===== src/design/i6p_pkg.sv =====
package i6p_pkg;

  // An IPv6 address is eight 16-bit groups.
  localparam int unsigned GROUPS_N = 8;
  localparam int unsigned GROUP_W  = 16;
  localparam int unsigned GIDX_W   = $clog2(GROUPS_N);
  localparam int unsigned GCNT_W   = $clog2(GROUPS_N) + 1;
  localparam int unsigned ADDR_W   = GROUPS_N * GROUP_W;

  // Text bytes the parser reacts to.
  localparam logic [7:0] CH_NUL   = 8'h00;
  localparam logic [7:0] CH_COLON = 8'h3a;
  localparam logic [7:0] CH_DOT   = 8'h2e;
  localparam logic [7:0] CH_ZERO  = 8'h30;
  localparam logic [7:0] CH_NINE  = 8'h39;
  localparam logic [7:0] CH_LOW_A = 8'h61;
  localparam logic [7:0] CH_LOW_F = 8'h66;
  localparam logic [7:0] CH_UP_A  = 8'h41;
  localparam logic [7:0] CH_UP_F  = 8'h46;

  // Limits of the dotted IPv4 tail.
  localparam logic [15:0] BCD_MAX        = 16'h0255;
  localparam logic [15:0] BCD_TENS_MASK  = 16'h00f0;
  localparam logic [15:0] BCD_TENS_MAX   = 16'h0090;
  localparam logic [3:0]  BCD_DIGIT_MAX  = 4'd9;
  localparam logic [11:0] OCTET_MAX      = 12'd255;
  localparam logic [GCNT_W-1:0] V4_GROUP_LIMIT = GCNT_W'(GROUPS_N - 2);

  typedef enum logic [6:0] {
    PH_START     = 7'b0000001,
    PH_LEAD      = 7'b0000010,
    PH_TOP       = 7'b0000100,
    PH_HEX       = 7'b0001000,
    PH_COLON     = 7'b0010000,
    PH_V4_FIRST  = 7'b0100000,
    PH_V4_DIGITS = 7'b1000000
  } phase_t;

  typedef enum logic [3:0] {
    ST_IDLE    = 4'b0001,
    ST_STEP    = 4'b0010,
    ST_STRETCH = 4'b0100,
    ST_EMIT    = 4'b1000
  } seq_t;

  typedef enum logic [1:0] {
    ALU_NONE = 2'd0,
    ALU_HEX  = 2'd1,
    ALU_DEC  = 2'd2,
    ALU_BCD  = 2'd3
  } alu_op_t;

  typedef struct packed {
    logic                flag;
    logic [GROUP_W-1:0]  value;
  } alu_res_t;

  typedef struct packed {
    logic                we;
    logic [GIDX_W-1:0]   addr;
    logic [GROUP_W-1:0]  data;
  } grp_wr_t;

  // Returns {valid, nibble} for a hex digit character.
  function automatic logic [4:0] hex_digit(input logic [7:0] ch);
    logic [4:0] res;
    res = 5'd0;
    if (ch >= CH_ZERO && ch <= CH_NINE) begin
      res = {1'b1, ch[3:0]};
    end else if ((ch >= CH_LOW_A && ch <= CH_LOW_F) || (ch >= CH_UP_A && ch <= CH_UP_F)) begin
      res = {1'b1, 4'(ch[3:0] + 4'd9)};
    end
    return res;
  endfunction

endpackage


===== src/design/i6p_alu.sv =====
module i6p_alu (
  input  i6p_pkg::alu_op_t  op,
  input  logic [15:0]       hex_in,
  input  logic [7:0]        octet_in,
  input  logic [3:0]        digit,
  output i6p_pkg::alu_res_t res
);
  import i6p_pkg::*;

  logic [11:0] dec_sum;
  logic [10:0] bcd_sum;
  logic        bcd_bad;

  // Decimal accumulate: octet * 10 + digit.
  assign dec_sum = ({4'd0, octet_in} << 3) + ({4'd0, octet_in} << 1) + {8'd0, digit};

  // BCD to binary for the first IPv4 number.
  assign bcd_sum = 11'(hex_in[11:8]) * 11'd100 + 11'(hex_in[7:4]) * 11'd10
                 + 11'(hex_in[3:0]);
  assign bcd_bad = (hex_in > BCD_MAX) || ((hex_in & BCD_TENS_MASK) > BCD_TENS_MAX)
                 || (hex_in[3:0] > BCD_DIGIT_MAX);

  always_comb begin
    res = '0;
    unique case (op)
      ALU_HEX: res = '{flag: 1'b0, value: {hex_in[11:0], digit}};
      ALU_DEC: res = '{flag: (dec_sum > OCTET_MAX), value: {4'd0, dec_sum}};
      ALU_BCD: res = '{flag: bcd_bad, value: {bcd_sum[7:0], 8'd0}};
      default: res = '0;
    endcase
  end

endmodule


===== src/design/i6p_group_file.sv =====
module i6p_group_file (
  input  logic                                       clk,
  input  logic                                       rst_n,
  input  logic                                       clr,
  input  i6p_pkg::grp_wr_t                           wr,
  input  logic [i6p_pkg::GIDX_W-1:0]                 rd_addr,
  output logic [i6p_pkg::GROUP_W-1:0]                rd_data,
  output logic [i6p_pkg::ADDR_W-1:0]                 flat
);
  import i6p_pkg::*;

  logic [GROUP_W-1:0] grp_r [GROUPS_N];

  always_ff @(posedge clk) begin
    if (!rst_n || clr) begin
      for (int i = 0; i < GROUPS_N; i++) begin
        grp_r[i] <= '0;
      end
    end else if (wr.we) begin
      grp_r[wr.addr] <= wr.data;
    end
  end

  assign rd_data = grp_r[rd_addr];

  // Group 0 lands in the top bits of the address.
  always_comb begin
    for (int i = 0; i < GROUPS_N; i++) begin
      flat[ADDR_W-1-GROUP_W*i -: GROUP_W] = grp_r[i];
    end
  end

endmodule


===== src/design/ipv6_text_to_address_unit.sv =====
// A text byte is taken in the idle state and worked in the step state in the next
// cycle; no new byte is taken until idle comes back. A terminator goes from step,
// through the gap stretch if a valid string had a gap, to emit. The gap stretch
// moves one group per cycle through the group file.
// Reset (rst_n low, synchronous) clears the parser, the groups and the output valid.
module ipv6_text_to_address_unit (
  input  logic          clk,
  input  logic          rst_n,
  input  logic          in_tvalid,
  output logic          in_tready,
  input  logic [7:0]    in_tdata,   // [7:0] ch
  output logic          out_tvalid,
  input  logic          out_tready,
  output logic [127:0]  out_tdata,  // [63:0] address_high, [127:64] address_low
  output logic [0:0]    out_tuser   // [0] ok
);
  import i6p_pkg::*;

  // The sequencer idles until a byte arrives, then works on it in the step
  // state. Hex, decimal and BCD arithmetic all go through the one
  // shared ALU. A terminator goes straight to emit, unless a valid string
  // had a gap; then the sequencer walks the group file from the top entry
  // down to move the groups behind the gap to the end of the address.
  seq_t                state_r, state_nxt;
  phase_t              phase_r, phase_nxt;
  logic [7:0]          ch_r, ch_nxt;
  logic [GCNT_W-1:0]   group_count_r, group_count_nxt;
  logic                gap_seen_r, gap_seen_nxt;
  logic [GCNT_W-1:0]   gap_index_r, gap_index_nxt;
  logic [15:0]         hex_value_r, hex_value_nxt;
  logic [2:0]          digit_count_r, digit_count_nxt;
  logic [7:0]          octet_r, octet_nxt;
  logic                failed_r, failed_nxt;
  logic [GIDX_W-1:0]   idx_r, idx_nxt;

  logic                out_ok_r;
  logic [ADDR_W-1:0]   out_addr_r;
  logic                out_tvalid_r;
  logic                out_load;

  logic [4:0]          hd;
  logic                is_colon;
  logic                is_dot;
  logic                is_dec;
  logic                gc_full;
  logic                fin_fail;
  logic [GCNT_W-1:0]   gc_fin;
  logic [GCNT_W:0]     stretch_span;
  logic                stretch_copy;

  alu_op_t             alu_op;
  alu_res_t            alu_res;
  grp_wr_t             gw;
  logic                grp_clr;
  logic [GIDX_W-1:0]   rd_addr;
  logic [GROUP_W-1:0]  rd_data;
  logic [ADDR_W-1:0]   grp_flat;

  assign hd       = hex_digit(ch_r);
  assign is_colon = (ch_r == CH_COLON);
  assign is_dot   = (ch_r == CH_DOT);
  assign is_dec   = (ch_r >= CH_ZERO) && (ch_r <= CH_NINE);
  assign gc_full  = (group_count_r >= GCNT_W'(GROUPS_N));

  // In the stretch, entry idx takes a copied group when idx lies in the last
  // (group_count - gap_index) places; its source is idx + group_count - 8.
  assign stretch_span = {2'b00, idx_r} + {1'b0, group_count_r} - {1'b0, gap_index_r};
  assign stretch_copy = (stretch_span >= (GCNT_W + 1)'(GROUPS_N));

  // Only the hex phase and the IPv4 digits phase need arithmetic on a normal byte.
  always_comb begin
    alu_op = ALU_NONE;
    if (state_r == ST_STEP && ch_r != CH_NUL && !failed_r) begin
      if (phase_r == PH_HEX) begin
        alu_op = (hd[4] && digit_count_r < 3'd4) ? ALU_HEX : ALU_BCD;
      end else if (phase_r == PH_V4_DIGITS) begin
        alu_op = ALU_DEC;
      end
    end
  end

  i6p_alu u_alu (
    .op       (alu_op),
    .hex_in   (hex_value_r),
    .octet_in (octet_r),
    .digit    (hd[3:0]),
    .res      (alu_res)
  );

  i6p_group_file u_groups (
    .clk     (clk),
    .rst_n   (rst_n),
    .clr     (grp_clr),
    .wr      (gw),
    .rd_addr (rd_addr),
    .rd_data (rd_data),
    .flat    (grp_flat)
  );

  always_comb begin
    state_nxt       = state_r;
    phase_nxt       = phase_r;
    ch_nxt          = ch_r;
    group_count_nxt = group_count_r;
    gap_seen_nxt    = gap_seen_r;
    gap_index_nxt   = gap_index_r;
    hex_value_nxt   = hex_value_r;
    digit_count_nxt = digit_count_r;
    octet_nxt       = octet_r;
    failed_nxt      = failed_r;
    idx_nxt         = idx_r;
    gw              = '{we: 1'b0, addr: group_count_r[GIDX_W-1:0], data: '0};
    rd_addr         = group_count_r[GIDX_W-1:0];
    grp_clr         = 1'b0;
    out_load        = 1'b0;
    fin_fail        = 1'b0;
    gc_fin          = group_count_r;

    unique case (state_r)
      ST_IDLE: begin
        if (in_tvalid) begin
          ch_nxt    = in_tdata;
          state_nxt = ST_STEP;
        end
      end

      ST_STEP: begin
        if (ch_r == CH_NUL) begin
          // End of string: close the open group, then check the group count.
          state_nxt = ST_EMIT;
          if (!failed_r) begin
            unique case (phase_r)
              PH_TOP: begin
              end
              PH_HEX: begin
                if (gc_full) begin
                  fin_fail = 1'b1;
                end else begin
                  gw     = '{we: 1'b1, addr: group_count_r[GIDX_W-1:0], data: hex_value_r};
                  gc_fin = group_count_r + 1'b1;
                end
              end
              PH_V4_DIGITS: begin
                if (digit_count_r != 3'd3 || gc_full) begin
                  fin_fail = 1'b1;
                end else begin
                  gw     = '{we: 1'b1, addr: group_count_r[GIDX_W-1:0],
                             data: {rd_data[15:8], octet_r}};
                  gc_fin = group_count_r + 1'b1;
                end
              end
              default: fin_fail = 1'b1;
            endcase
            if (!fin_fail) begin
              if (gap_seen_r) begin
                if (gap_index_r > gc_fin) begin
                  fin_fail = 1'b1;
                end else begin
                  state_nxt = ST_STRETCH;
                  idx_nxt   = GIDX_W'(GROUPS_N - 1);
                end
              end else if (gc_fin != GCNT_W'(GROUPS_N)) begin
                fin_fail = 1'b1;
              end
            end
            if (fin_fail) begin
              gw.we = 1'b0;
            end
            failed_nxt      = fin_fail;
            group_count_nxt = gc_fin;
          end
        end else begin
          state_nxt = ST_IDLE;
          if (!failed_r) begin
            unique case (phase_r)
              PH_START, PH_TOP, PH_COLON: begin
                if (phase_r == PH_START && is_colon) begin
                  phase_nxt = PH_LEAD;
                end else if (gc_full) begin
                  failed_nxt = 1'b1;
                end else if (is_colon) begin
                  // A gap: its own zero group counts as one group.
                  if (gap_seen_r) begin
                    failed_nxt = 1'b1;
                  end else begin
                    gw              = '{we: 1'b1, addr: group_count_r[GIDX_W-1:0], data: '0};
                    group_count_nxt = group_count_r + 1'b1;
                    gap_seen_nxt    = 1'b1;
                    gap_index_nxt   = group_count_r + 1'b1;
                    phase_nxt       = PH_TOP;
                  end
                end else if (!hd[4]) begin
                  failed_nxt = 1'b1;
                end else begin
                  hex_value_nxt   = {12'd0, hd[3:0]};
                  digit_count_nxt = 3'd1;
                  phase_nxt       = PH_HEX;
                end
              end
              PH_LEAD: begin
                if (is_colon) begin
                  gw              = '{we: 1'b1, addr: '0, data: '0};
                  group_count_nxt = GCNT_W'(1);
                  gap_seen_nxt    = 1'b1;
                  gap_index_nxt   = GCNT_W'(1);
                  phase_nxt       = PH_TOP;
                end else begin
                  failed_nxt = 1'b1;
                end
              end
              PH_HEX: begin
                if (hd[4] && digit_count_r < 3'd4) begin
                  hex_value_nxt   = alu_res.value;
                  digit_count_nxt = digit_count_r + 1'b1;
                end else if (is_dot) begin
                  // The hex group read so far is the first IPv4 number, in BCD.
                  if (group_count_r > V4_GROUP_LIMIT || alu_res.flag) begin
                    failed_nxt = 1'b1;
                  end else begin
                    gw              = '{we: 1'b1, addr: group_count_r[GIDX_W-1:0],
                                        data: alu_res.value};
                    digit_count_nxt = 3'd1;
                    phase_nxt       = PH_V4_FIRST;
                  end
                end else if (is_colon) begin
                  if (gc_full) begin
                    failed_nxt = 1'b1;
                  end else begin
                    gw              = '{we: 1'b1, addr: group_count_r[GIDX_W-1:0],
                                        data: hex_value_r};
                    group_count_nxt = group_count_r + 1'b1;
                    phase_nxt       = PH_COLON;
                  end
                end else begin
                  failed_nxt = 1'b1;
                end
              end
              PH_V4_FIRST: begin
                if (is_dec) begin
                  octet_nxt = {4'd0, hd[3:0]};
                  phase_nxt = PH_V4_DIGITS;
                end else begin
                  failed_nxt = 1'b1;
                end
              end
              PH_V4_DIGITS: begin
                if (is_dec) begin
                  if (alu_res.flag) begin
                    failed_nxt = 1'b1;
                  end else begin
                    octet_nxt = alu_res.value[7:0];
                  end
                end else if (is_dot && digit_count_r < 3'd3) begin
                  // Even-numbered octets go to the high byte, odd ones close the group.
                  if (gc_full) begin
                    failed_nxt = 1'b1;
                  end else if (digit_count_r == 3'd2) begin
                    gw = '{we: 1'b1, addr: group_count_r[GIDX_W-1:0], data: {octet_r, 8'd0}};
                  end else begin
                    gw              = '{we: 1'b1, addr: group_count_r[GIDX_W-1:0],
                                        data: {rd_data[15:8], octet_r}};
                    group_count_nxt = group_count_r + 1'b1;
                  end
                  digit_count_nxt = digit_count_r + 1'b1;
                  phase_nxt       = PH_V4_FIRST;
                end else begin
                  failed_nxt = 1'b1;
                end
              end
              default: failed_nxt = 1'b1;
            endcase
          end
        end
      end

      ST_STRETCH: begin
        // Walking downward keeps every source entry intact until it is read.
        rd_addr = GIDX_W'(idx_r + group_count_r[GIDX_W-1:0]);
        if ({1'b0, idx_r} >= gap_index_r) begin
          gw = '{we: 1'b1, addr: idx_r, data: stretch_copy ? rd_data : '0};
        end
        if (idx_r == '0) begin
          state_nxt = ST_EMIT;
        end else begin
          idx_nxt = idx_r - 1'b1;
        end
      end

      ST_EMIT: begin
        if (!out_tvalid_r || out_tready) begin
          out_load        = 1'b1;
          grp_clr         = 1'b1;
          state_nxt       = ST_IDLE;
          phase_nxt       = PH_START;
          group_count_nxt = '0;
          gap_seen_nxt    = 1'b0;
          gap_index_nxt   = '0;
          hex_value_nxt   = '0;
          digit_count_nxt = '0;
          octet_nxt       = '0;
          failed_nxt      = 1'b0;
        end
      end

      default: state_nxt = ST_IDLE;
    endcase
  end

  always_ff @(posedge clk) begin
    if (!rst_n) begin
      state_r       <= ST_IDLE;
      phase_r       <= PH_START;
      ch_r          <= '0;
      group_count_r <= '0;
      gap_seen_r    <= 1'b0;
      gap_index_r   <= '0;
      hex_value_r   <= '0;
      digit_count_r <= '0;
      octet_r       <= '0;
      failed_r      <= 1'b0;
      idx_r         <= '0;
    end else begin
      state_r       <= state_nxt;
      phase_r       <= phase_nxt;
      ch_r          <= ch_nxt;
      group_count_r <= group_count_nxt;
      gap_seen_r    <= gap_seen_nxt;
      gap_index_r   <= gap_index_nxt;
      hex_value_r   <= hex_value_nxt;
      digit_count_r <= digit_count_nxt;
      octet_r       <= octet_nxt;
      failed_r      <= failed_nxt;
      idx_r         <= idx_nxt;
    end
  end

  // Output register: a finished item waits here while the parser takes new bytes.
  always_ff @(posedge clk) begin
    if (!rst_n) begin
      out_tvalid_r <= 1'b0;
    end else if (out_load) begin
      out_tvalid_r <= 1'b1;
    end else if (out_tready) begin
      out_tvalid_r <= 1'b0;
    end
  end

  always_ff @(posedge clk) begin
    if (out_load) begin
      out_ok_r   <= !failed_r;
      out_addr_r <= failed_r ? '0 : grp_flat;
    end
  end

  assign in_tready  = (state_r == ST_IDLE);
  assign out_tvalid = out_tvalid_r;
  assign out_tuser  = out_ok_r;
  assign out_tdata  = {out_addr_r[ADDR_W/2-1:0], out_addr_r[ADDR_W-1:ADDR_W/2]};

  a_gc_bound: assert property (@(posedge clk) disable iff (!rst_n)
    group_count_r <= GCNT_W'(GROUPS_N))
    else $error("group count above eight");

  a_gap_index: assert property (@(posedge clk) disable iff (!rst_n)
    gap_seen_r |-> (gap_index_r != '0) && (gap_index_r <= group_count_r))
    else $error("gap index outside the counted groups");

  a_fail_zero: assert property (@(posedge clk) disable iff (!rst_n)
    out_tvalid && !out_tuser[0] |-> out_tdata == '0)
    else $error("rejected string with nonzero address");

  a_stretch_start: assert property (@(posedge clk) disable iff (!rst_n)
    state_r == ST_STEP && state_nxt == ST_STRETCH |=> idx_r == GIDX_W'(GROUPS_N - 1))
    else $error("stretch walk does not start at the top group");

  a_restart: assert property (@(posedge clk) disable iff (!rst_n)
    out_load |=> group_count_r == '0 && !failed_r && !gap_seen_r && out_tvalid)
    else $error("parser not restarted after a result");

endmodule

===== config.mk =====
export PLATFORM = sky130hd
export DESIGN_NAME = ipv6_text_to_address_unit
export DESIGN_NICKNAME = d
export VERILOG_FILES = /design/src/design/i6p_pkg.sv /design/src/design/i6p_alu.sv /design/src/design/i6p_group_file.sv /design/src/design/ipv6_text_to_address_unit.sv
export SDC_FILE = /design/constraint.sdc
export NUM_CORES = 1
export LEC_CHECK = 0
export ABC_AREA = 0
export BUFFER_PORTS_ARGS = -buffer_cell sky130_fd_sc_hd__buf_4
export CORE_ASPECT_RATIO = 1.5
export CORE_MARGIN = 1.5
export CORE_UTILIZATION = 50
export CTS_BUF_LIST = sky130_fd_sc_hd__clkbuf_16
export DETAILED_ROUTE_END_ITERATION = 8
export MAX_ROUTING_LAYER = met4
export PLACE_DENSITY = 0.71
export SETUP_SLACK_MARGIN = 0.4
export SKIP_CTS_REPAIR_TIMING = 1
export SYNTH_ARGS = -nofsm -noshare
export SYNTH_HDL_FRONTEND = slang
export SYNTH_SLANG_ARGS = --single-unit

===== constraint.sdc =====
create_clock -name clk -period 7.6 [get_ports clk]
set_input_delay 1.52 -clock clk [delete_from_list [all_inputs] [get_ports clk]]
set_output_delay 1.52 -clock clk [all_outputs]
set_load 0.01 [all_outputs]

==> reports/qor.csv, run 1 <==
metric,value,unit
fmax,152,MHz
leakagePower,7.51,nW
layout.cells.non_filler,2109,
finalMaxSlewViolations,0,
placed_cells,2053,
ios,143,
crit_arrival,6.78,ns
critPathMaxStageDelay,0.85,ns
power_density,223,nW/um^2
drive_above_1_share,15.6,%
finish.utilization,58.6,%
path_cells,"inv_1, ha_1, nor3b_1, nor4bb_1, a21oi_2, nor2_1, xnor2_1, inv_1, ha_1, a211o_1, a211o_1, a221o_1, nor3_1, o2bb2ai_1, o31a_1, o21ai_2, nand2_1, nand2_1",
dr.pass1.iters,7,
synthFlopType,edfxtp_1,
die-height,227,um
async_flop_share,0,%
cts-root-buf,clkbuf_16,
grt_pass1_vias,12300,
drtAntennaViolNets,0,
layout.nets,1750,
vias,12900,
cts_sinks,317,
p_sw_share,27.7,%
ir_worst_vdd,0.152,mV
synth_edf_count,257,
hold_slack,0.499,ns
synth_cell_types,96,
synth_cells,1563,
port_buffers,142,
fin_worst_skew,0.0258,ns
core_area,32700,sq um
final.period_utilization,86.8,%
grt_use_total,26.3,%
p_comb_share,16.1,%
slew_headroom,15.3,%
path_class,flop to flop,
power_frac_seq,47.1,%
die_w,152,um
fin_tns_setup,0,ns
via_per_inst,6.10,
dieArea,34600,sq um
row_count,81,
cts_tree,yes,
hold_violations,0,
drt_iter0_drc,1156,
grt_setup_unrepaired,no,
yosysWarnings,0,
cap_violations,0,
grt_first_pass_wirelength,68900,um
syn2layout_area_growth,14.8,%
ys_seq_area_share,53.4,%
p_switching,1.19,mW
syn_area,16700,sq um
layout_commonest_cell,edfxtp_1,
intPower,3.10,mW
drt_wl_total,45000,um
slowest_stage,o21ai_2,
synth_seq_cells,317,
gr-total-overflow,0,
cts_buffers,30,
synth_nets,1643,
crit_family,compound AO/OA/AOI/OAI gates,
endpoint_kind,flop,
grt_max_degree,102,
insertion_delay,0.57,ns
cp.buffers_inverters,2,
setup-violations-final,0,
cp_max_fo,32,
period_minus_slack,6.60,ns
gp_congestion,0.912,
tightest_slew,1.27,ns
min_path_type,flop to flop,
status,finished clean,
antenna_found_initial,0,
clockPowerShare,36.8,%
hpwl,32900,um
mostFrequentLayoutCells,"edfxtp_1 (257), nand2_1 (180), buf_4 (163)",
avgSynthCellArea,10.7,sq um
cp.required,7.78,ns
clock_path_buffers,3,
startpoint_type,flop,
antenna_cells,0,
initial_core_util,51.1,%
clk_pin_slew_worst_paths,0.06,ns
htreeDepth,1,
drc,0,
wl_per_cell,21.3,um
power groups by stage:
stage	sequential [mW]	combinational [mW]	clock [mW]
after floorplan	2.02	0.494	0
after global placement	2.05	0.661	0
after detailed placement	2.05	0.678	0
after CTS	2.02	0.682	1.60
after global routing	2.03	0.751	1.66
final	2.02	0.689	1.58
tightest hold or removal path, cell delays in order (launching register included):
cell and delay [ns]:
dfxtp_1 0.33, nand2_1 0.05, a21boi_0 0.07
logic make-up (layout without fill, tap and decap cells):
logic type / count (synthesis) / after routing / synth area share, %
xor gates and xnor gates: 23 / 23 / 1.25
buffers and inverters: 124 / 255 / 3.00
DFF: 317 / 317 / 53.4
AOI/OAI and AO/OA: 298 / 298 / 13.0
adders and majority gates: 68 / 68 / 5.50
and+or+nand+nor: 692 / 692 / 21.4
muxes: 41 / 41 / 2.50
path summary, 6_finish.rpt:
| check | startpoint | to | slack [ns] | cells past startpoint |
|---|---|---|---|---|
| worst min register to register | ch_r[6] | ch_r[6] | 0.50 | 2 |
| worst min-delay path | ch_r[6] | ch_r[6] | 0.50 | 2 |
| worst max register to register | ch_r[0] | u_groups.grp_r[0][13] | 1.0 | 18 |
| worst max-delay path | ch_r[0] | u_groups.grp_r[0][13] | 1.0 | 18 |
synth_stat cells (5+ instances only):
cell | instances | share of area, %
nor3_1 | 21 | 0.63
nand2_1 | 180 | 4.0
a22o_1 | 10 | 0.52
a21boi_0 | 16 | 0.72
xnor2_1 | 18 | 0.94
edfxtp_1 | 257 | 46
o22ai_1 | 11 | 0.41
fa_1 | 9 | 1.1
nand3_1 | 54 | 1.6
o211ai_1 | 8 | 0.36
a22oi_1 | 13 | 0.58
dfxtp_1 | 60 | 7.2
a21o_1 | 18 | 0.81
o21a_1 | 8 | 0.36
nand2b_1 | 9 | 0.34
ha_1 | 59 | 4.4
nor2b_1 | 155 | 5.8
mux2_2 | 6 | 0.40
nor4_1 | 5 | 0.19
o2111ai_1 | 6 | 0.31
a21oi_1 | 45 | 1.3
nor2_1 | 132 | 3.0
a31oi_1 | 24 | 0.90
or4_1 | 6 | 0.27
o31ai_1 | 5 | 0.22
and3_1 | 75 | 2.8
nand4_1 | 10 | 0.37
a211o_1 | 7 | 0.37
a221oi_1 | 8 | 0.42
o211a_1 | 6 | 0.36
o21ai_0 | 41 | 1.2
mux2i_1 | 35 | 2.1
buf_2 | 14 | 0.42
a222oi_1 | 7 | 0.42
a221o_1 | 6 | 0.36
o21ai_2 | 7 | 0.37
clkbuf_1 | 67 | 1.5
a311oi_1 | 13 | 0.68
inv_1 | 34 | 0.76
cell type report:
class                      count  area [sq um]
clock buffer                  31           776
clock inverter                25           274
fill                        2741         13600
inverter                      36           135
multi-input combinational   1122          7330
sequential                   317          8920
tap                          415           519
timing repair buffer         163          1220
per-layer routing:
| metal | share of wire [%] | vias up | global-route usage [%] |
|---|---|---|---|
| met3 | 6.1 | 142 | 3.10 |
| met4 | 5.4 | 0 | 13.6 |
| met2 | 52 | 574 | 47.6 |
| met1 | 36 | 6198 | 28.2 |
| li1 | - | 5950 | - |
| met5 | 0 | - | - |
sequential cells by signal (all words and copies together), names as in the netlist:
signal / cells
ch_r: 8
hex_value_r: 16
digit_count_r: 3
failed_r: 1
gap_seen_r: 1
idx_r: 3
phase_r: 7
gap_index_r: 4
u_groups.grp_r: 128
octet_r: 8
group_count_r: 4
out_tdata: 128
out_tuser: 1
state_r: 4
out_tvalid: 1
metrics by stage:
stage	total power, mW	instance area [sq um]	setup WS [ns]
floorplan	2.51	16700	2.14
global placement	2.71	18100	1.34
detailed placement	2.73	18100	1.08
CTS	4.30	19200	1.06
global route	4.44	19200	0.605
finish	4.29	19200	1.00
Note: power is estimated with default switching activity, not from simulation.
==> run 2, diff against run 1 <==
--- a/config.mk
+++ b/config.mk
@@ -9,13 +9,15 @@
 export BUFFER_PORTS_ARGS = -buffer_cell sky130_fd_sc_hd__buf_4
 export CORE_ASPECT_RATIO = 1.5
 export CORE_MARGIN = 1.5
-export CORE_UTILIZATION = 50
+export CORE_UTILIZATION = 55
 export CTS_BUF_LIST = sky130_fd_sc_hd__clkbuf_16
+export CTS_CLUSTER_DIAMETER = 40
 export DETAILED_ROUTE_END_ITERATION = 8
 export MAX_ROUTING_LAYER = met4
-export PLACE_DENSITY = 0.71
+export PLACE_DENSITY = 0.77
 export SETUP_SLACK_MARGIN = 0.4
 export SKIP_CTS_REPAIR_TIMING = 1
 export SYNTH_ARGS = -nofsm -noshare
 export SYNTH_HDL_FRONTEND = slang
+export SYNTH_HIERARCHICAL = 1
 export SYNTH_SLANG_ARGS = --single-unit
==> run 2 against run 1 <==
Power is 15% lower. Clock skew shrank 0.0075 ns. Sequential cell count stayed put. Hold slack worse by 0.00088 ns. First-iteration DRC count grew 12%. Final cell count shrank 5.0%. Wire length fell by 0.75%. Register-to-register slack lost 0.19 ns. Non-clock buffer count is 16 higher. Critical path type unchanged. Largest power group unchanged. Highest routed layer unchanged.
==> reports/qor.csv, run 2 <==
metric,value,unit,change
status,finished clean,,
synth_cell_types,82,,-15%
synth_top_area_share,45.8,%,-0.35 points
ys_top_cells_by_area,"edfxtp_1 (46%), dfxtp_1 (7.1%), nor2b_1 (5.3%), mux4_1 (4.4%), nor3_1 (4.4%)",,
syn_area,16800,sq um,+0.76%
path_class,flop to flop,,
setup-violations-final,0,,unchanged
leakagePower,7.08,nW,-5.7%
drt_iter0_drc,1292,,+12%
yosys-top-cells-count,"edfxtp_1 (257), nor3_1 (147), nor2b_1 (142), o21ai_0 (85), clkbuf_1 (80)",,
cp.required,7.85,ns,+0.07 ns
tightest_slew,1.23,ns,-0.0352 ns
synthFlopType,edfxtp_1,,
final.period_utilization,89.4,%,+2.5 points
synth_nets,1548,,-5.8%
core_area,30200,sq um,-7.9%
async_flop_share,0,%,unchanged
ys_seq_area_share,53.0,%,-0.40 points
fin_tns_setup,0,ns,unchanged
grt_first_pass_wirelength,67700,um,-1.7%
critPathMaxStageDelay,0.68,ns,-0.17 ns
die-height,217,um,-4.2%
dr.pass1.iters,6,,-1
power_density,188,nW/um^2,-16%
yosysTopAreaCell,edfxtp_1,,
placed_cell_area,18300,sq um,+0.81%
fin_area,19300,sq um,+0.54%
ff2ff_path_depth,25,,+7
drtAntennaViolNets,0,,unchanged
gr-total-overflow,0,,unchanged
grt_pass1_vias,12000,,-2.6%
via_per_inst,6.25,,+2.5%
finalMaxSlewViolations,0,,unchanged
cts_buffers,31,,+3.3%
cap_violations,0,,unchanged
ir_worst_vdd,0.146,mV,-4.4%
drive_above_1_share,17.0,%,+1.4 points
clock_path_buffers,3,,unchanged
startpoint_type,flop,,
synth_edf_count,257,,unchanged
antenna_cells,0,,unchanged
antenna_found_initial,0,,unchanged
holdCritStartpoint,ch_r[6],,
min_path_type,flop to flop,,
fillerInstances,2325,,-15%
clk_pin_slew_worst_paths,0.06,ns,about the same
layout_commonest_cell,edfxtp_1,,
p_total,3.63,mW,-15%
layout.nets,1658,,-5.3%
insertion_delay,0.57,ns,about the same
finish.utilization,64.0,%,+5.4 points
slew_headroom,17.7,%,+2.4 points
synth_seq_cells,317,,unchanged
grt_max_degree,102,,unchanged
wl_per_cell,22.3,um,+4.4%
row_count,78,,-3.7%
die_w,146,um,-4.2%
cts_sinks,317,,unchanged
htreeDepth,1,,unchanged
cts-root-buf,clkbuf_16,,
port_buffers,142,,unchanged
ios,143,,unchanged
min_path_cells,2,,unchanged
avgSynthCellArea,11.5,sq um,+7.1%
fin_worst_skew,0.0184,ns,-0.00748 ns
vias,12500,,-2.6%
synth_cells,1470,,-6.0%
gp_congestion,1.00,,+9.9%
endpoint_kind,flop,,
period_minus_slack,6.79,ns,+0.194 ns
grt_setup_unrepaired,no,,
hold_violations,0,,unchanged
mostFrequentLayoutCells,"edfxtp_1 (257), buf_4 (178), nor3_1 (146)",,
crit_arrival,7.04,ns,+0.26 ns
dieArea,31700,sq um,-8.3%
initial_core_util,55.8,%,+4.8 points
grt_use_total,28.6,%,+2.4 points
yosysMostFrequentCell,edfxtp_1,,
yosysWarnings,6,,+6
cp_max_fo,68,,+110%
r2r-start,ch_r[0],,
hpwl,31700,um,-3.8%
drt_wl_total,44700,um,-0.75%
cts_tree,yes,,
cp-startpoint,ch_r[0],,
fmax,147,MHz,-2.9%
slowest_stage,or4b_1,,
reg_top3,"out_addr_r x128, u_groups/grp_r x128, hex_value_r x16",,
drc,0,,unchanged
syn2layout_area_growth,14.5,%,
## run 2: cell types whose count changed in the layout (fill, tap and decap cells not counted), moves of 14 or more
cell and change:
mux2_2 +14, and3_1 -69, inv_1 +15, nor3_1 +125, a21oi_1 +15, a31oi_1 -17
a22oi_1 +24, nand2_1 -101, o21ai_0 +35, a21boi_0 -14, mux2i_1 -17, mux4_1 +28
nor2_1 -87, buf_4 +15
## run 2: where the power goes
part           switching [mW]  internal, mW  total [mW]  leakage [nW]
clock network           0.661         0.821        1.48         0.515
logic                   0.138        0.0848       0.223          3.59
registers              0.0264          1.90        1.93          2.98
## run 2: cell families (layout without fill, tap and decap cells)
logic type      after synthesis  count (layout)  share of synthesized area (%)
simple gates                524             524                           17.2
flops                       317             317                           53.0
compound gates              313             313                           12.2
buf+inv                     161             295                           4.02
mux                          68              68                           7.19
fa+ha+maj                    66              66                           5.35
xor+xnor                     21              21                           1.09
## run 2: worst paths after layout
check | to | slack [ns]
max | u_groups/grp_r[5][5] | 0.81
min | ch_r[6] | 0.50
max reg2reg | u_groups/grp_r[5][5] | 0.81
min reg2reg | ch_r[6] | 0.50
## run 2: layout make-up
| cell class | count | area [sq um] | share of cell area [%] |
|---|---|---|---|
| clock buffer | 31 | 776 | 4.02 |
| clock inverter | 26 | 216 | 1.12 |
| inverter | 59 | 224 | 1.16 |
| multi-input combinational | 992 | 7300 | 37.9 |
| sequential | 317 | 8920 | 46.3 |
| tap | 400 | 500 | 2.59 |
| timing repair buffer | 179 | 1350 | 6.99 |
## run 2: per-layer routing
layer | GRT usage [%] | up-vias | part of all wire [%]
met5 | - | - | 0
met4 | 17.5 | 0 | 6.7
met3 | 3.06 | 176 | 6.6
met2 | 50.8 | 628 | 52
met1 | 30.8 | 5958 | 35
li1 | - | 5763 | -
## run 2: worst max-delay path: cells and delay by family (launching register included)
family                   cells  cell delay (ns)
flip-flops                   1             0.48
adder cells (fa/ha/maj)      3             1.24
AO/OA/AOI/OAI                8             1.60
AND/OR/NAND/NOR              9             2.11
buffers and inverters        5             1.02
## run 2: stage by stage
stage	instances	worst slack (ns)	hold WS (ns)
finish	2004	0.806	0.499
global route	2004	0.408	0.543
CTS	2004	0.622	0.502
detailed placement	1947	0.697	0.491
global placement	1947	0.781	0.470
floorplan	1470	0.776	0.458
